`src/rtl/ptbw_pkg.sv`:
```
// shared constants, codes and controller/datapath interface types
// for the pattern tile blit walker; no dependencies
package ptbw_pkg;

    // field widths
    localparam int COORD_BITS    = 16;
    localparam int PATTERN_MAX   = 4096;
    localparam int SRC_BITS      = 12;
    localparam int DIM_BITS      = 13;
    localparam int OFF_BITS      = 15;
    localparam int PEN_BITS      = 8;
    localparam int KIND_BITS     = 2;
    localparam int SIZE_BITS     = COORD_BITS + 1;
    localparam int WIDE_BITS     = COORD_BITS + 2;
    localparam int SUM_BITS      = COORD_BITS + 1;
    localparam int CNT_BITS      = $clog2(COORD_BITS);
    localparam int CFG_IDX_BITS  = 3;
    localparam int CFG_DATA_BITS = 16;
    localparam int IN_DATA_BITS  = 96;
    localparam int OUT_DATA_BITS = 104;

    // configuration register indexes
    localparam logic [CFG_IDX_BITS-1:0] CFG_PRESENT = 3'd0;
    localparam logic [CFG_IDX_BITS-1:0] CFG_PAT_W   = 3'd1;
    localparam logic [CFG_IDX_BITS-1:0] CFG_PAT_H   = 3'd2;
    localparam logic [CFG_IDX_BITS-1:0] CFG_SCROLL_X = 3'd3;
    localparam logic [CFG_IDX_BITS-1:0] CFG_SCROLL_Y = 3'd4;
    localparam logic [CFG_IDX_BITS-1:0] CFG_PEN     = 3'd5;
    localparam logic [CFG_IDX_BITS-1:0] CFG_MASK    = 3'd6;

    // input op codes
    localparam logic OP_START = 1'b0;
    localparam logic OP_NEXT  = 1'b1;

    // command kinds
    localparam logic [KIND_BITS-1:0] KIND_SOLID      = 2'd0;
    localparam logic [KIND_BITS-1:0] KIND_LAYER      = 2'd1;
    localparam logic [KIND_BITS-1:0] KIND_LAYER_MASK = 2'd2;
    localparam logic [KIND_BITS-1:0] KIND_DIRECT     = 2'd3;

    // output register load selects
    localparam logic [1:0] EMIT_NONE    = 2'd0;
    localparam logic [1:0] EMIT_NOTHING = 2'd1;
    localparam logic [1:0] EMIT_SOLID   = 2'd2;
    localparam logic [1:0] EMIT_STEP    = 2'd3;

    typedef struct packed {
        logic       start;
        logic       latch;
        logic       setup;
        logic [1:0] emit;
    } t_cmd;

    typedef struct packed {
        logic empty;
        logic present;
        logic div_done;
        logic out_free;
    } t_status;

    // zero size counts as one, oversize counts as the largest pattern
    function automatic logic [DIM_BITS-1:0] clamp_dim(input logic [DIM_BITS-1:0] v);
        logic [DIM_BITS-1:0] r;
        if (v == '0) begin
            r = DIM_BITS'(1);
        end else if (v > DIM_BITS'(PATTERN_MAX)) begin
            r = DIM_BITS'(PATTERN_MAX);
        end else begin
            r = v;
        end
        return r;
    endfunction

endpackage

```
`src/rtl/pattern_tile_blit_walker.sv`:
```
// top level of the pattern tile blit walker: stream ports, field packing,
// controller and datapath; uses ptbw_pkg, ptbw_ctrl, ptbw_dpath
//
// Each input word is either a start (tuser 0) carrying a destination
// rectangle, or a next request (tuser 1); every accepted word gives exactly one
// output word. A start with an empty rectangle or with no pattern loaded gives
// its single result straight into the output register at acceptance. A start with a pattern runs two
// bit-serial remainder units (one per axis, one bit a cycle over the 16-bit
// origin magnitude) plus a setup state, so the first tile is registered once the
// output side is free after the setup state, and the input is held off during that time. Next
// requests step the tile walk in the acceptance cycle and are taken one per
// cycle while the output side takes words. Configuration writes are always
// ready and must only be issued while no request is being worked on.
module pattern_tile_blit_walker import ptbw_pkg::*; (
    input  logic                     i_clk,
    input  logic                     i_rst_n,
    // configuration write channel
    input  logic                     i_cfg_valid,
    output logic                     o_cfg_ready,
    input  logic [CFG_IDX_BITS-1:0]  i_cfg_index,
    input  logic [CFG_DATA_BITS-1:0] i_cfg_data,
    // request stream
    input  logic                     s_axis_tvalid,
    output logic                     s_axis_tready,
    // rect_min_x[15:0], rect_min_y[31:16], rect_max_x[47:32], rect_max_y[63:48],
    // request_offset_x[78:64], request_offset_y[93:79], through_layer[94], zero[95]
    input  logic [IN_DATA_BITS-1:0]  s_axis_tdata,
    // op[0]
    input  logic                     s_axis_tuser,
    // command stream
    output logic                     m_axis_tvalid,
    input  logic                     m_axis_tready,
    // dest_x[15:0], dest_y[31:16], src_x[43:32], src_y[55:44], tile_width[72:56],
    // tile_height[89:73], command_kind[91:90], fill_pen[99:92], zero[103:100]
    output logic [OUT_DATA_BITS-1:0] m_axis_tdata,
    // last_tile
    output logic                     m_axis_tlast,
    // nothing_left[0]
    output logic                     m_axis_tuser
);

    t_cmd    w_cmd;
    t_status w_status;
    logic    w_in_ready;

    logic signed [COORD_BITS-1:0] w_dest_x;
    logic signed [COORD_BITS-1:0] w_dest_y;
    logic [SRC_BITS-1:0]          w_src_x;
    logic [SRC_BITS-1:0]          w_src_y;
    logic [SIZE_BITS-1:0]         w_tile_w;
    logic [SIZE_BITS-1:0]         w_tile_h;
    logic [KIND_BITS-1:0]         w_kind;
    logic [PEN_BITS-1:0]          w_pen;

    assign o_cfg_ready   = 1'b1;
    assign s_axis_tready = w_in_ready;

    // sequencing
    ptbw_ctrl u_ctrl (
        .i_clk      (i_clk),
        .i_rst_n    (i_rst_n),
        .i_in_valid (s_axis_tvalid),
        .i_in_op    (s_axis_tuser),
        .o_in_ready (w_in_ready),
        .i_status   (w_status),
        .o_cmd      (w_cmd)
    );

    // state, arithmetic and output register
    ptbw_dpath u_dpath (
        .i_clk              (i_clk),
        .i_rst_n            (i_rst_n),
        .i_cfg_we           (i_cfg_valid),
        .i_cfg_index        (i_cfg_index),
        .i_cfg_data         (i_cfg_data),
        .i_rect_min_x       (s_axis_tdata[15:0]),
        .i_rect_min_y       (s_axis_tdata[31:16]),
        .i_rect_max_x       (s_axis_tdata[47:32]),
        .i_rect_max_y       (s_axis_tdata[63:48]),
        .i_request_offset_x (s_axis_tdata[78:64]),
        .i_request_offset_y (s_axis_tdata[93:79]),
        .i_through_layer    (s_axis_tdata[94]),
        .i_cmd              (w_cmd),
        .o_status           (w_status),
        .i_out_ready        (m_axis_tready),
        .o_out_valid        (m_axis_tvalid),
        .o_dest_x           (w_dest_x),
        .o_dest_y           (w_dest_y),
        .o_src_x            (w_src_x),
        .o_src_y            (w_src_y),
        .o_tile_width       (w_tile_w),
        .o_tile_height      (w_tile_h),
        .o_command_kind     (w_kind),
        .o_fill_pen         (w_pen),
        .o_last_tile        (m_axis_tlast),
        .o_nothing_left     (m_axis_tuser)
    );

    // output word packing
    assign m_axis_tdata = {4'b0000, w_pen, w_kind, w_tile_h, w_tile_w,
                           w_src_y, w_src_x, w_dest_y, w_dest_x};

endmodule

```
`src/rtl/ptbw_rem.sv`:
```
// bit-serial remainder unit: magnitude modulo pattern size, one bit a cycle,
// with wrap of negative dividends; uses ptbw_pkg
module ptbw_rem import ptbw_pkg::*; (
    input  logic                  i_clk,
    input  logic                  i_rst_n,
    input  logic                  i_start,
    input  logic                  i_neg,
    input  logic [COORD_BITS-1:0] i_mag,
    input  logic [DIM_BITS-1:0]   i_div,
    output logic                  o_done,
    output logic [SRC_BITS-1:0]   o_rem
);

    logic                  r_busy;
    logic                  r_done;
    logic [CNT_BITS-1:0]   r_cnt;
    logic [COORD_BITS-1:0] r_dvd;
    logic [DIM_BITS-1:0]   r_rem;
    logic [DIM_BITS-1:0]   r_div;
    logic                  r_neg;

    logic [DIM_BITS:0]     w_trial;
    logic [DIM_BITS:0]     w_diff;
    logic [DIM_BITS-1:0]   n_rem;
    logic [DIM_BITS-1:0]   w_fix;

    // restoring step
    always_comb begin
        w_trial = {r_rem, r_dvd[COORD_BITS-1]};
        w_diff  = w_trial - {1'b0, r_div};
        if (w_trial >= {1'b0, r_div}) begin
            n_rem = w_diff[DIM_BITS-1:0];
        end else begin
            n_rem = w_trial[DIM_BITS-1:0];
        end
    end

    // negative dividend with a nonzero remainder wraps to size minus remainder
    always_comb begin
        w_fix = r_div - r_rem;
        if (r_neg && (r_rem != '0)) begin
            o_rem = w_fix[SRC_BITS-1:0];
        end else begin
            o_rem = r_rem[SRC_BITS-1:0];
        end
    end

    // control
    always_ff @(posedge i_clk) begin
        if (!i_rst_n) begin
            r_busy <= 1'b0;
            r_done <= 1'b0;
            r_cnt  <= '0;
        end else begin
            r_done <= 1'b0;
            if (i_start) begin
                r_busy <= 1'b1;
                r_cnt  <= CNT_BITS'(COORD_BITS - 1);
            end else if (r_busy) begin
                if (r_cnt == '0) begin
                    r_busy <= 1'b0;
                    r_done <= 1'b1;
                end else begin
                    r_cnt <= r_cnt - CNT_BITS'(1);
                end
            end
        end
    end

    // operand and partial remainder
    always_ff @(posedge i_clk) begin
        if (i_start) begin
            r_dvd <= i_mag;
            r_div <= i_div;
            r_neg <= i_neg;
            r_rem <= '0;
        end else if (r_busy) begin
            r_dvd <= {r_dvd[COORD_BITS-2:0], 1'b0};
            r_rem <= n_rem;
        end
    end

    assign o_done = r_done;

endmodule

```
`src/rtl/ptbw_ctrl.sv`:
```
// controller state machine: decodes accepted words and sequences a start
// through remainder, setup and first tile; uses ptbw_pkg
module ptbw_ctrl import ptbw_pkg::*; (
    input  logic    i_clk,
    input  logic    i_rst_n,
    input  logic    i_in_valid,
    input  logic    i_in_op,
    output logic    o_in_ready,
    input  t_status i_status,
    output t_cmd    o_cmd
);

    localparam logic [1:0] S_IDLE  = 2'd0;
    localparam logic [1:0] S_DIV   = 2'd1;
    localparam logic [1:0] S_SETUP = 2'd2;
    localparam logic [1:0] S_EMIT  = 2'd3;

    logic [1:0] r_state;
    logic [1:0] n_state;

    assign o_in_ready = (r_state == S_IDLE) && i_status.out_free;

    // next state and commands
    always_comb begin
        n_state = r_state;
        o_cmd   = '0;
        unique case (r_state)
            S_IDLE: begin
                if (i_in_valid && o_in_ready) begin
                    if (i_in_op == OP_NEXT) begin
                        o_cmd.emit = EMIT_STEP;
                    end else begin
                        o_cmd.start = 1'b1;
                        if (i_status.empty) begin
                            o_cmd.emit = EMIT_NOTHING;
                        end else if (!i_status.present) begin
                            o_cmd.emit = EMIT_SOLID;
                        end else begin
                            o_cmd.latch = 1'b1;
                            n_state     = S_DIV;
                        end
                    end
                end
            end
            S_DIV: begin
                if (i_status.div_done) begin
                    n_state = S_SETUP;
                end
            end
            S_SETUP: begin
                o_cmd.setup = 1'b1;
                n_state     = S_EMIT;
            end
            S_EMIT: begin
                if (i_status.out_free) begin
                    o_cmd.emit = EMIT_STEP;
                    n_state    = S_IDLE;
                end
            end
            default: begin
                n_state = S_IDLE;
            end
        endcase
    end

    always_ff @(posedge i_clk) begin
        if (!i_rst_n) begin
            r_state <= S_IDLE;
        end else begin
            r_state <= n_state;
        end
    end

endmodule

```
`src/rtl/ptbw_dpath.sv`:
```
// datapath: configuration registers, request state, tile stepping logic,
// two remainder units and the output register; uses ptbw_pkg, ptbw_rem
module ptbw_dpath import ptbw_pkg::*; (
    input  logic                           i_clk,
    input  logic                           i_rst_n,
    input  logic                           i_cfg_we,
    input  logic [CFG_IDX_BITS-1:0]        i_cfg_index,
    input  logic [CFG_DATA_BITS-1:0]       i_cfg_data,
    input  logic signed [COORD_BITS-1:0]   i_rect_min_x,
    input  logic signed [COORD_BITS-1:0]   i_rect_min_y,
    input  logic signed [COORD_BITS-1:0]   i_rect_max_x,
    input  logic signed [COORD_BITS-1:0]   i_rect_max_y,
    input  logic [OFF_BITS-1:0]            i_request_offset_x,
    input  logic [OFF_BITS-1:0]            i_request_offset_y,
    input  logic                           i_through_layer,
    input  t_cmd                           i_cmd,
    output t_status                        o_status,
    input  logic                           i_out_ready,
    output logic                           o_out_valid,
    output logic signed [COORD_BITS-1:0]   o_dest_x,
    output logic signed [COORD_BITS-1:0]   o_dest_y,
    output logic [SRC_BITS-1:0]            o_src_x,
    output logic [SRC_BITS-1:0]            o_src_y,
    output logic [SIZE_BITS-1:0]           o_tile_width,
    output logic [SIZE_BITS-1:0]           o_tile_height,
    output logic [KIND_BITS-1:0]           o_command_kind,
    output logic [PEN_BITS-1:0]            o_fill_pen,
    output logic                           o_last_tile,
    output logic                           o_nothing_left
);

    // configuration registers
    logic                  r_present;
    logic [DIM_BITS-1:0]   r_pat_w;
    logic [DIM_BITS-1:0]   r_pat_h;
    logic [COORD_BITS-1:0] r_scroll_x;
    logic [COORD_BITS-1:0] r_scroll_y;
    logic [PEN_BITS-1:0]   r_pen;
    logic                  r_mask;

    // request state
    logic                  r_active;
    logic [COORD_BITS-1:0] r_min_x;
    logic [COORD_BITS-1:0] r_min_y;
    logic [COORD_BITS-1:0] r_max_x;
    logic [COORD_BITS-1:0] r_max_y;
    logic [SRC_BITS-1:0]   r_col_src_x;
    logic [COORD_BITS-1:0] r_next_x;
    logic [COORD_BITS-1:0] r_next_y;
    logic [SRC_BITS-1:0]   r_next_src_x;
    logic [SRC_BITS-1:0]   r_next_src_y;
    logic [DIM_BITS-1:0]   r_row_h;
    logic [KIND_BITS-1:0]  r_kind;
    logic [DIM_BITS-1:0]   r_lat_w;
    logic [DIM_BITS-1:0]   r_lat_h;

    // output register
    logic                  r_o_valid;
    logic [COORD_BITS-1:0] r_o_dest_x;
    logic [COORD_BITS-1:0] r_o_dest_y;
    logic [SRC_BITS-1:0]   r_o_src_x;
    logic [SRC_BITS-1:0]   r_o_src_y;
    logic [SIZE_BITS-1:0]  r_o_tw;
    logic [SIZE_BITS-1:0]  r_o_th;
    logic [KIND_BITS-1:0]  r_o_kind;
    logic [PEN_BITS-1:0]   r_o_pen;
    logic                  r_o_last;
    logic                  r_o_nothing;

    // start-side signals
    logic                  w_empty;
    logic [SIZE_BITS-1:0]  w_solid_w;
    logic [SIZE_BITS-1:0]  w_solid_h;
    logic [SUM_BITS-1:0]   w_sum_x;
    logic [SUM_BITS-1:0]   w_sum_y;
    logic [SUM_BITS-1:0]   w_neg_x;
    logic [SUM_BITS-1:0]   w_neg_y;
    logic [COORD_BITS-1:0] w_mag_x;
    logic [COORD_BITS-1:0] w_mag_y;
    logic [KIND_BITS-1:0]  w_kind;
    logic                  w_done_x;
    logic                  w_done_y;
    logic [SRC_BITS-1:0]   w_rem_x;
    logic [SRC_BITS-1:0]   w_rem_y;

    // setup signals
    logic [SIZE_BITS-1:0]  w_rows0;
    logic [DIM_BITS-1:0]   w_first_h;
    logic [DIM_BITS-1:0]   w_setup_h;

    // tile step signals
    logic [DIM_BITS-1:0]          w_w0;
    logic signed [WIDE_BITS-1:0]  w_nx;
    logic signed [WIDE_BITS-1:0]  w_ny;
    logic signed [WIDE_BITS-1:0]  w_mx;
    logic signed [WIDE_BITS-1:0]  w_my;
    logic signed [WIDE_BITS-1:0]  w_end_x;
    logic signed [WIDE_BITS-1:0]  w_end_y;
    logic signed [WIDE_BITS-1:0]  w_clip_w;
    logic signed [WIDE_BITS-1:0]  w_left_y;
    logic signed [WIDE_BITS-1:0]  w_lat_h_w;
    logic                         w_row_end;
    logic                         w_last;
    logic [SIZE_BITS-1:0]         w_tw;
    logic [COORD_BITS-1:0]        w_row_y;
    logic [DIM_BITS-1:0]          w_row_h_next;

    // configuration writes
    always_ff @(posedge i_clk) begin
        if (!i_rst_n) begin
            r_present  <= 1'b0;
            r_pat_w    <= DIM_BITS'(16);
            r_pat_h    <= DIM_BITS'(16);
            r_scroll_x <= '0;
            r_scroll_y <= '0;
            r_pen      <= '0;
            r_mask     <= 1'b0;
        end else if (i_cfg_we) begin
            unique case (i_cfg_index)
                CFG_PRESENT:  r_present  <= i_cfg_data[0];
                CFG_PAT_W:    r_pat_w    <= i_cfg_data[DIM_BITS-1:0];
                CFG_PAT_H:    r_pat_h    <= i_cfg_data[DIM_BITS-1:0];
                CFG_SCROLL_X: r_scroll_x <= i_cfg_data[COORD_BITS-1:0];
                CFG_SCROLL_Y: r_scroll_y <= i_cfg_data[COORD_BITS-1:0];
                CFG_PEN:      r_pen      <= i_cfg_data[PEN_BITS-1:0];
                CFG_MASK:     r_mask     <= i_cfg_data[0];
                default: begin
                end
            endcase
        end
    end

    // start decode: empty check, solid size, pattern origin dividends
    always_comb begin
        w_empty   = (i_rect_min_x > i_rect_max_x) || (i_rect_min_y > i_rect_max_y);
        w_solid_w = {i_rect_max_x[COORD_BITS-1], i_rect_max_x}
                  - {i_rect_min_x[COORD_BITS-1], i_rect_min_x} + SIZE_BITS'(1);
        w_solid_h = {i_rect_max_y[COORD_BITS-1], i_rect_max_y}
                  - {i_rect_min_y[COORD_BITS-1], i_rect_min_y} + SIZE_BITS'(1);
        w_sum_x   = {r_scroll_x[COORD_BITS-1], r_scroll_x}
                  + {{(SUM_BITS-OFF_BITS){1'b0}}, i_request_offset_x};
        w_sum_y   = {r_scroll_y[COORD_BITS-1], r_scroll_y}
                  + {{(SUM_BITS-OFF_BITS){1'b0}}, i_request_offset_y};
        w_neg_x   = ~w_sum_x + SUM_BITS'(1);
        w_neg_y   = ~w_sum_y + SUM_BITS'(1);
        w_mag_x   = w_sum_x[SUM_BITS-1] ? w_neg_x[COORD_BITS-1:0] : w_sum_x[COORD_BITS-1:0];
        w_mag_y   = w_sum_y[SUM_BITS-1] ? w_neg_y[COORD_BITS-1:0] : w_sum_y[COORD_BITS-1:0];
        if (!i_through_layer) begin
            w_kind = KIND_DIRECT;
        end else if (r_mask) begin
            w_kind = KIND_LAYER_MASK;
        end else begin
            w_kind = KIND_LAYER;
        end
    end

    ptbw_rem u_rem_x (
        .i_clk   (i_clk),
        .i_rst_n (i_rst_n),
        .i_start (i_cmd.latch),
        .i_neg   (w_sum_x[SUM_BITS-1]),
        .i_mag   (w_mag_x),
        .i_div   (clamp_dim(r_pat_w)),
        .o_done  (w_done_x),
        .o_rem   (w_rem_x)
    );

    ptbw_rem u_rem_y (
        .i_clk   (i_clk),
        .i_rst_n (i_rst_n),
        .i_start (i_cmd.latch),
        .i_neg   (w_sum_y[SUM_BITS-1]),
        .i_mag   (w_mag_y),
        .i_div   (clamp_dim(r_pat_h)),
        .o_done  (w_done_y),
        .o_rem   (w_rem_y)
    );

    // first row height: rest of pattern, clipped to the rectangle
    always_comb begin
        w_rows0   = {r_max_y[COORD_BITS-1], r_max_y}
                  - {r_min_y[COORD_BITS-1], r_min_y} + SIZE_BITS'(1);
        w_first_h = r_lat_h - {1'b0, w_rem_y};
        if (w_rows0 < {{(SIZE_BITS-DIM_BITS){1'b0}}, w_first_h}) begin
            w_setup_h = w_rows0[DIM_BITS-1:0];
        end else begin
            w_setup_h = w_first_h;
        end
    end

    // tile step: clip at the right edge, detect row end and last tile
    always_comb begin
        w_w0      = r_lat_w - {1'b0, r_next_src_x};
        w_nx      = $signed({{(WIDE_BITS-COORD_BITS){r_next_x[COORD_BITS-1]}}, r_next_x});
        w_ny      = $signed({{(WIDE_BITS-COORD_BITS){r_next_y[COORD_BITS-1]}}, r_next_y});
        w_mx      = $signed({{(WIDE_BITS-COORD_BITS){r_max_x[COORD_BITS-1]}}, r_max_x});
        w_my      = $signed({{(WIDE_BITS-COORD_BITS){r_max_y[COORD_BITS-1]}}, r_max_y});
        w_end_x   = w_nx + $signed({{(WIDE_BITS-DIM_BITS){1'b0}}, w_w0})
                  - $signed(WIDE_BITS'(1));
        w_end_y   = w_ny + $signed({{(WIDE_BITS-DIM_BITS){1'b0}}, r_row_h})
                  - $signed(WIDE_BITS'(1));
        w_clip_w  = w_mx - w_nx + $signed(WIDE_BITS'(1));
        w_row_end = (w_end_x >= w_mx);
        w_last    = w_row_end && (w_end_y >= w_my);
        if (w_row_end) begin
            w_tw = w_clip_w[SIZE_BITS-1:0];
        end else begin
            w_tw = {{(SIZE_BITS-DIM_BITS){1'b0}}, w_w0};
        end
        // next row start and its height
        w_row_y   = r_next_y + {{(COORD_BITS-DIM_BITS){1'b0}}, r_row_h};
        w_left_y  = w_my - $signed({{(WIDE_BITS-COORD_BITS){w_row_y[COORD_BITS-1]}}, w_row_y})
                  + $signed(WIDE_BITS'(1));
        w_lat_h_w = $signed({{(WIDE_BITS-DIM_BITS){1'b0}}, r_lat_h});
        if (w_left_y < w_lat_h_w) begin
            w_row_h_next = w_left_y[DIM_BITS-1:0];
        end else begin
            w_row_h_next = r_lat_h;
        end
    end

    // active flag
    always_ff @(posedge i_clk) begin
        if (!i_rst_n) begin
            r_active <= 1'b0;
        end else if (i_cmd.start) begin
            r_active <= 1'b0;
        end else if (i_cmd.setup) begin
            r_active <= 1'b1;
        end else if ((i_cmd.emit == EMIT_STEP) && r_active && w_last) begin
            r_active <= 1'b0;
        end
    end

    // request latch, setup and walk registers
    always_ff @(posedge i_clk) begin
        if (i_cmd.latch) begin
            r_min_x <= i_rect_min_x;
            r_min_y <= i_rect_min_y;
            r_max_x <= i_rect_max_x;
            r_max_y <= i_rect_max_y;
            r_kind  <= w_kind;
            r_lat_w <= clamp_dim(r_pat_w);
            r_lat_h <= clamp_dim(r_pat_h);
        end
        if (i_cmd.setup) begin
            r_col_src_x  <= w_rem_x;
            r_next_x     <= r_min_x;
            r_next_y     <= r_min_y;
            r_next_src_x <= w_rem_x;
            r_next_src_y <= w_rem_y;
            r_row_h      <= w_setup_h;
        end else if ((i_cmd.emit == EMIT_STEP) && r_active && !w_last) begin
            if (w_row_end) begin
                r_next_y     <= w_row_y;
                r_next_x     <= r_min_x;
                r_next_src_x <= r_col_src_x;
                r_next_src_y <= '0;
                r_row_h      <= w_row_h_next;
            end else begin
                r_next_x     <= r_next_x + {{(COORD_BITS-DIM_BITS){1'b0}}, w_w0};
                r_next_src_x <= '0;
            end
        end
    end

    // output word valid
    always_ff @(posedge i_clk) begin
        if (!i_rst_n) begin
            r_o_valid <= 1'b0;
        end else if (i_cmd.emit != EMIT_NONE) begin
            r_o_valid <= 1'b1;
        end else if (i_out_ready) begin
            r_o_valid <= 1'b0;
        end
    end

    // output word payload
    always_ff @(posedge i_clk) begin
        case (i_cmd.emit)
            EMIT_SOLID: begin
                r_o_dest_x  <= i_rect_min_x;
                r_o_dest_y  <= i_rect_min_y;
                r_o_src_x   <= '0;
                r_o_src_y   <= '0;
                r_o_tw      <= w_solid_w;
                r_o_th      <= w_solid_h;
                r_o_kind    <= KIND_SOLID;
                r_o_pen     <= r_pen;
                r_o_last    <= 1'b1;
                r_o_nothing <= 1'b0;
            end
            EMIT_STEP: begin
                if (r_active) begin
                    r_o_dest_x  <= r_next_x;
                    r_o_dest_y  <= r_next_y;
                    r_o_src_x   <= r_next_src_x;
                    r_o_src_y   <= r_next_src_y;
                    r_o_tw      <= w_tw;
                    r_o_th      <= {{(SIZE_BITS-DIM_BITS){1'b0}}, r_row_h};
                    r_o_kind    <= r_kind;
                    r_o_pen     <= '0;
                    r_o_last    <= w_last;
                    r_o_nothing <= 1'b0;
                end else begin
                    r_o_dest_x  <= '0;
                    r_o_dest_y  <= '0;
                    r_o_src_x   <= '0;
                    r_o_src_y   <= '0;
                    r_o_tw      <= '0;
                    r_o_th      <= '0;
                    r_o_kind    <= KIND_SOLID;
                    r_o_pen     <= '0;
                    r_o_last    <= 1'b0;
                    r_o_nothing <= 1'b1;
                end
            end
            EMIT_NOTHING: begin
                r_o_dest_x  <= '0;
                r_o_dest_y  <= '0;
                r_o_src_x   <= '0;
                r_o_src_y   <= '0;
                r_o_tw      <= '0;
                r_o_th      <= '0;
                r_o_kind    <= KIND_SOLID;
                r_o_pen     <= '0;
                r_o_last    <= 1'b0;
                r_o_nothing <= 1'b1;
            end
            default: begin
            end
        endcase
    end

    // status back to the controller
    always_comb begin
        o_status.empty    = w_empty;
        o_status.present  = r_present;
        o_status.div_done = w_done_x && w_done_y;
        o_status.out_free = !r_o_valid || i_out_ready;
    end

    assign o_out_valid    = r_o_valid;
    assign o_dest_x       = r_o_dest_x;
    assign o_dest_y       = r_o_dest_y;
    assign o_src_x        = r_o_src_x;
    assign o_src_y        = r_o_src_y;
    assign o_tile_width   = r_o_tw;
    assign o_tile_height  = r_o_th;
    assign o_command_kind = r_o_kind;
    assign o_fill_pen     = r_o_pen;
    assign o_last_tile    = r_o_last;
    assign o_nothing_left = r_o_nothing;

`ifndef SYNTH
    // a new word is only loaded when the previous one is gone or leaving
    a_emit_free: assert property (@(posedge i_clk) disable iff (!i_rst_n)
        (i_cmd.emit != EMIT_NONE) |-> (!r_o_valid || i_out_ready))
        else $error("output word overwritten before it was taken");

    // setup arms the walk for the first tile
    a_setup_active: assert property (@(posedge i_clk) disable iff (!i_rst_n)
        i_cmd.setup |=> r_active)
        else $error("walk not active after setup");

    // pattern origin stays inside the latched pattern size
    a_rem_range: assert property (@(posedge i_clk) disable iff (!i_rst_n)
        (w_done_x && w_done_y) |->
            (({1'b0, w_rem_x} < r_lat_w) && ({1'b0, w_rem_y} < r_lat_h)))
        else $error("pattern origin out of range");

    // a nothing-left word carries no command
    a_nothing_empty: assert property (@(posedge i_clk) disable iff (!i_rst_n)
        (r_o_valid && r_o_nothing) |-> ((r_o_tw == '0) && !r_o_last))
        else $error("nothing-left word carries a command");
`endif

endmodule

```
`config.mk`:
```
export PLATFORM = sky130hd
export DESIGN_NAME = pattern_tile_blit_walker
export DESIGN_NICKNAME = d
export VERILOG_FILES = /design/src/rtl/ptbw_pkg.sv /design/src/rtl/pattern_tile_blit_walker.sv /design/src/rtl/ptbw_rem.sv /design/src/rtl/ptbw_ctrl.sv /design/src/rtl/ptbw_dpath.sv
export SDC_FILE = /design/constraint.sdc
export NUM_CORES = 1
export LEC_CHECK = 0
export BUFFER_PORTS_ARGS = -buffer_cell sky130_fd_sc_hd__clkbuf_2
export CAP_MARGIN = 40
export CORE_ASPECT_RATIO = 1.25
export CORE_MARGIN = 4
export CORE_UTILIZATION = 55
export DETAILED_ROUTE_END_ITERATION = 16
export PLACE_DENSITY = 0.77
export SETUP_SLACK_MARGIN = 0.02
export SLEW_MARGIN = 30
export SYNTH_ARGS = -nofsm -noshare
export SYNTH_HDL_FRONTEND = slang
export SYNTH_SLANG_ARGS = --single-unit
```
`constraint.sdc`:
```
create_clock -name i_clk -period 20.4 [get_ports i_clk]
set_input_delay 4.08 -clock i_clk [delete_from_list [all_inputs] [get_ports i_clk]]
set_output_delay 4.08 -clock i_clk [all_outputs]
set_load 0.05 [all_outputs]
```
# After elaboration in Yosys (flattened, before gate mapping)
# Cells that the tools add are included.
# word_totals
mem_bits_rw	0
wordCells	246
romBits	0
out_inout_bits	109
register_bits	419
in_bits	121
memories	0
latch_bits	0
# classes
muxes	87
n_eq_ne	20
mul	0
n_reduce_logical	49
div_mod_pow	0
magnitude_cmp	10
bitwise_logic	5
n_shift	0
addsub	28
# ops
operator	n
16-bit 2-to-1 mux	14
13-bit 2-to-1 mux	10
12-bit 2-to-1 mux	10
17-bit case mux with 3 select lines	2
16-bit case mux with 3 select lines	2
16-bit by 16-bit subtractor with 17-bit output	5
17-bit by 1-bit adder with 17-bit output, second input constant	3
12-bit case mux with 2 select lines	2
18-bit by 16-bit >= comparator with 1-bit output	2
18-bit by 2-bit subtractor with 18-bit output, second input constant	2
16-bit by 14-bit adder with 17-bit output	2
16-bit by 16-bit adder with 17-bit output	2
17-bit 2-to-1 mux	2
16-bit by 1-bit adder with 16-bit output, second input constant	2
16-bit by 13-bit adder with 16-bit output	2
16-bit greater-than comparator	2
2-bit 2-to-1 mux	16
16-bit inverter	2
14-bit by 13-bit >= comparator with 1-bit output	2
13-bit greater-than comparator, second input constant	2
13-bit zero test	2
13-bit nonzero test	2
13-bit by 12-bit subtractor with 13-bit output	2
13-bit subtractor	2
other kinds (32)	105

# Logic depth before layout (Yosys ltp)
# depth
ltp_word	11
ltp_mapped	29
mapped_depth_nobuf	28

# Hierarchy
# A second synthesis with hierarchy kept.
# hier_totals
cells_unflattened	3465
hier_area_um2	33223.1
# by_module_without_submodules
module	instances	cells_each	area_per_inst_um2	seq_area_each_um2
ptbw_dpath	1	2713	25989.9	9659.3
ptbw_rem	2	357	3457.1	1281.2
ptbw_ctrl	1	31	274.0	40.0
pattern_tile_blit_walker	1	7	45.0	0.0

# Least setup slack after synthesis
# No wires, ideal clock.
# synth_path
kind	input to register
start	in s_axis_tdata[5]
end	reg u_dpath.r_kind[0], enable pin
slack_ps	11055
t_arrival_ps	8850
stages	11
n_path_buf	2
setup_ps	495
path_cell_list	inv_1 -> ha_1 -> a21o_1 -> a21o_1 -> a211oi_1 -> o311ai_0 -> o21ai_0 -> nand4_1 -> clkbuf_1 -> inv_1 -> buf_1
# synth_lines
element	line	source
start: declaration	pattern_tile_blit_walker.sv:27	input logic [IN_DATA_BITS-1:0] s_axis_tdata,
end signal: assignment	ptbw_dpath.sv:242	r_kind <= w_kind;
end: declaration	ptbw_dpath.sv:53	logic [KIND_BITS-1:0] r_kind;

# Final worst setup path
# layout_path
start	in m_axis_tready
end	out s_axis_tready
# layout_between
elab_chain_cells	2
# layout_lines
element	line	source
start: declaration	pattern_tile_blit_walker.sv:32	input logic m_axis_tready,
1-bit logical OR	ptbw_dpath.sv:340	o_status.out_free = !r_o_valid || i_out_ready;
1-bit logical AND	ptbw_ctrl.sv:21	assign o_in_ready = (r_state == S_IDLE) && i_status.out_free;
end: declaration	pattern_tile_blit_walker.sv:24	output logic s_axis_tready,
# No other way between the ends.

==> results.sh <==
export IMPL_skew_ns=0.04746
export IMPL_crit_path_max_fanout=5
export IMPL_timing_fmax_mhz=112.6
export IMPL_tns_ns=0
export IMPL_grt_pass1_vias=24730
export IMPL_antenna_cells=0
export IMPL_grt_max_degree=87
export IMPL_numCtsBuffers=45
export IMPL_yosys_warnings=0
export IMPL_cts_max_level=2
export IMPL_critical_path_endpoint="s_axis_tready"
export IMPL_cts_tree="done"
export IMPL_multi_input_area_um2=18000
export IMPL_syn_area_um2=30980
export IMPL_fin_crit_sh_pct=43.54
export IMPL_cts_root_buf="clkbuf_16"
export IMPL_drt_total_wl_um=80070
export IMPL_postLayoutCellArea_um2=34450
export IMPL_crit_start="m_axis_tready"
export IMPL_drtAntennaViolNets=0
export IMPL_ys_ff_latch=419
export IMPL_start_kind="input pin"
export IMPL_drt_initial_drc_count=1946
export IMPL_leakagePower_nw=14.94
export IMPL_regArea_um2=11480
export IMPL_finalNetCount=4098
export IMPL_layout_commonest_cell="nand2_1"
export IMPL_post_cts_resize_count=0
export IMPL_seqPwrFrac_pct=42.4
export IMPL_layout_min_cycle_time_ns=8.883
export IMPL_setup_violations=0
export IMPL_clkPwrFrac_pct=35.8
export IMPL_endpoint_kind="primary output"
export IMPL_max_slew_margin_pct=45.02
export IMPL_core_area_um2=55950
export IMPL_die_h_um=273.4
export IMPL_synth_area_per_cell_um2=9.139
export IMPL_post_cts_buffers=0
export IMPL_die_w_um=220.3
export IMPL_regToRegStartpoint="u_dpath.r_lat_w[0]"
export IMPL_async_reset_ff_share_pct=0
export IMPL_cts_hold_fix_buffers=0
export IMPL_row_count=97
export IMPL_port_buffers=223
export IMPL_grt_first_pass_wirelength_um=126400
export IMPL_final_cell_mix="nand2_1 (374), ha_1 (368), edfxtp_1 (309)"
export IMPL_num_io_pins=230
export IMPL_dp_cells=4280
export IMPL_p_int_mw=1.604
export IMPL_grt_usage_pct=25.94
export IMPL_nFillCells=4754
export IMPL_die_area_um2=60220
export IMPL_overflow=0
export IMPL_routabilityCongestion=0.9418
export IMPL_routedWlPerCell_um=18.33
export IMPL_antenna_found_initial=3
export IMPL_fin_hold_ws_ns=0.4570
export IMPL_clock_sinks=419
export IMPL_yosysUniqueCellTypes=94
export IMPL_routed_via_count=25690
export IMPL_layout_drive_gt1_share_pct=10.51
export IMPL_stdcell_count=4368
export IMPL_p_per_area_nw_per_um2=67.28
export IMPL_drt_pass1_iterations=6
export IMPL_synth_edff_count=309
export IMPL_clk_pin_slew_worst_paths_ns=0.06
export IMPL_drv_slew=0
export IMPL_vdd_drop_max_mv=0.07558
export IMPL_status="completed"
export IMPL_swShare_pct=30.82
export IMPL_ff2ff_setup_slack_ns=12.49
export IMPL_drc=0
export IMPL_clk_latency_ns=0.61
export IMPL_rr_worst_depth=28
export IMPL_p_sw_mw=0.7144
export IMPL_worstSetupPathType="in2out"
export IMPL_tightest_slew_ns=0.8230
export IMPL_synth_ff_type="edfxtp_1"
export IMPL_detail_route_vias_per_cell=5.881
export IMPL_cp_data_arrival_time_ns=4.80
export IMPL_required_ns=16.32
export IMPL_initial_utilization_pct=55.37
export IMPL_hold_violations=0
export IMPL_timing_rr_end="u_dpath.r_next_src_y[3]"
export IMPL_area_growth_pct=11.21
export IMPL_syn_inst=3390
export IMPL_ys_seq_area_share_pct=37.06
export IMPL_postPlaceCellArea_um2=32900
export IMPL_worstHoldPathType="reg2reg"
export IMPL_rsz0062_at_grt="no"
export IMPL_ctsLongestPathBuffers=3
export IMPL_combPwrFrac_pct=21.9
export IMPL_cap_violations=0
export IMPL_post_dp_hpwl_um=60960
-- worst max-delay path: stages --
cell and delay [ns]:
clkbuf_2 0.07, nand2b_1 0.15, and2_1 0.16, clkbuf_2 0.34
-- cells in the mapped netlist (8+ instances only) --
cell	count	area, um^2
a21oi_1	165	825.8
nor4_1	27	168.9
nand2b_1	42	262.8
o311ai_0	10	87.58
nor2_1	221	829.6
clkbuf_1	82	307.8
nor3b_1	9	67.56
o21ai_0	228	1141
a31oi_1	27	168.9
o21bai_1	14	105.1
a21boi_0	102	765.7
nand3_1	104	520.5
nand4_1	34	212.7
a21o_1	60	450.4
or2_2	11	68.82
fa_1	17	340.3
dfxtp_1	110	2202
and2_1	23	143.9
mux2i_1	30	300.3
xnor2_1	108	945.9
o2111ai_1	8	70.07
o31ai_1	25	187.7
and3_1	21	131.4
nor2b_1	88	550.5
a211oi_1	28	210.2
nand2_1	374	1404
edfxtp_1	309	9279
nor3_1	72	360.4
o211ai_1	25	187.7
xor2_1	91	797.0
ha_1	369	4617
nand3b_1	9	67.56
and4_1	9	78.83
a31o_2	10	87.58
o21a_1	28	210.2
or3_1	25	156.4
mux2_2	15	168.9
inv_1	303	1137
-- worst min-delay path by stage --
stage | start | end | slack (ns) | cells after the start
global route | u_dpath.r_pen[6] | u_dpath.r_pen[6] | 0.48 | 2
CTS | u_dpath.r_pen[6] | u_dpath.r_pen[6] | 0.47 | 2
finish | u_dpath.r_pen[2] | u_dpath.r_pen[2] | 0.46 | 2
global placement | u_dpath.r_pen[0] | u_dpath.r_pen[0] | 0.45 | 2
detailed placement | u_dpath.r_pen[6] | u_dpath.r_pen[6] | 0.46 | 2
floorplan | u_dpath.r_pen[0] | u_dpath.r_pen[0] | 0.44 | 2
-- kinds of logic (layout without fill, tap and decap cells) --
kind of cell | after synthesis | count (layout) | share of synthesized area, %
buf+inv | 406 | 639 | 5.040
xor+xnor | 199 | 199 | 5.626
fa+ha+maj | 386 | 386 | 16.00
other cells | 2 | 5 | 0.02424
flops | 419 | 419 | 37.06
compound gates | 831 | 831 | 17.50
simple gates | 1102 | 1102 | 17.24
mux | 45 | 45 | 1.514
-- routing by layer --
metal | vias to the layer above | wire length (um) | GRT usage (%)
met1 | 12130 | 33620 | 33.37
met3 | 152 | 5819 | 4.741
li1 | 12580 | - | -
met5 | - | 42 | 0
met2 | 823 | 38180 | 44.59
met4 | 6 | 2410 | 7.406
-- cell type report --
class	count	area share (%)
multi-input combinational	2568	52.26
clock inverter	24	0.6573
sequential	419	33.32
inverter	304	3.326
timing repair buffer	253	4.122
clock buffer	58	3.621
tap	742	2.695
-- power groups by stage --
stage | logic [mW] | clock network [mW] | registers, mW
6_report | 0.507 | 0.829 | 0.982
5_1_grt | 0.559 | 0.874 | 0.986
4_1_cts | 0.504 | 0.839 | 0.982
3_5_place_dp | 0.500 | 0 | 1.00
3_3_place_gp | 0.489 | 0 | 1.00
2_1_floorplan | 0.287 | 0 | 1.08
-- metrics by stage --
| step | worst slack, ns | power [mW] | utilization [%] |
|---|---|---|---|
| floorplan | 11.06 | 1.369 | - |
| global route | 11.47 | 2.419 | 61.58 |
| finish | 11.52 | 2.318 | 61.58 |
| detailed placement | 11.41 | 1.500 | 58.81 |
| global placement | 11.44 | 1.489 | 58.67 |
| CTS | 11.52 | 2.325 | 61.44 |
Power figures use the tool's default switching activity.
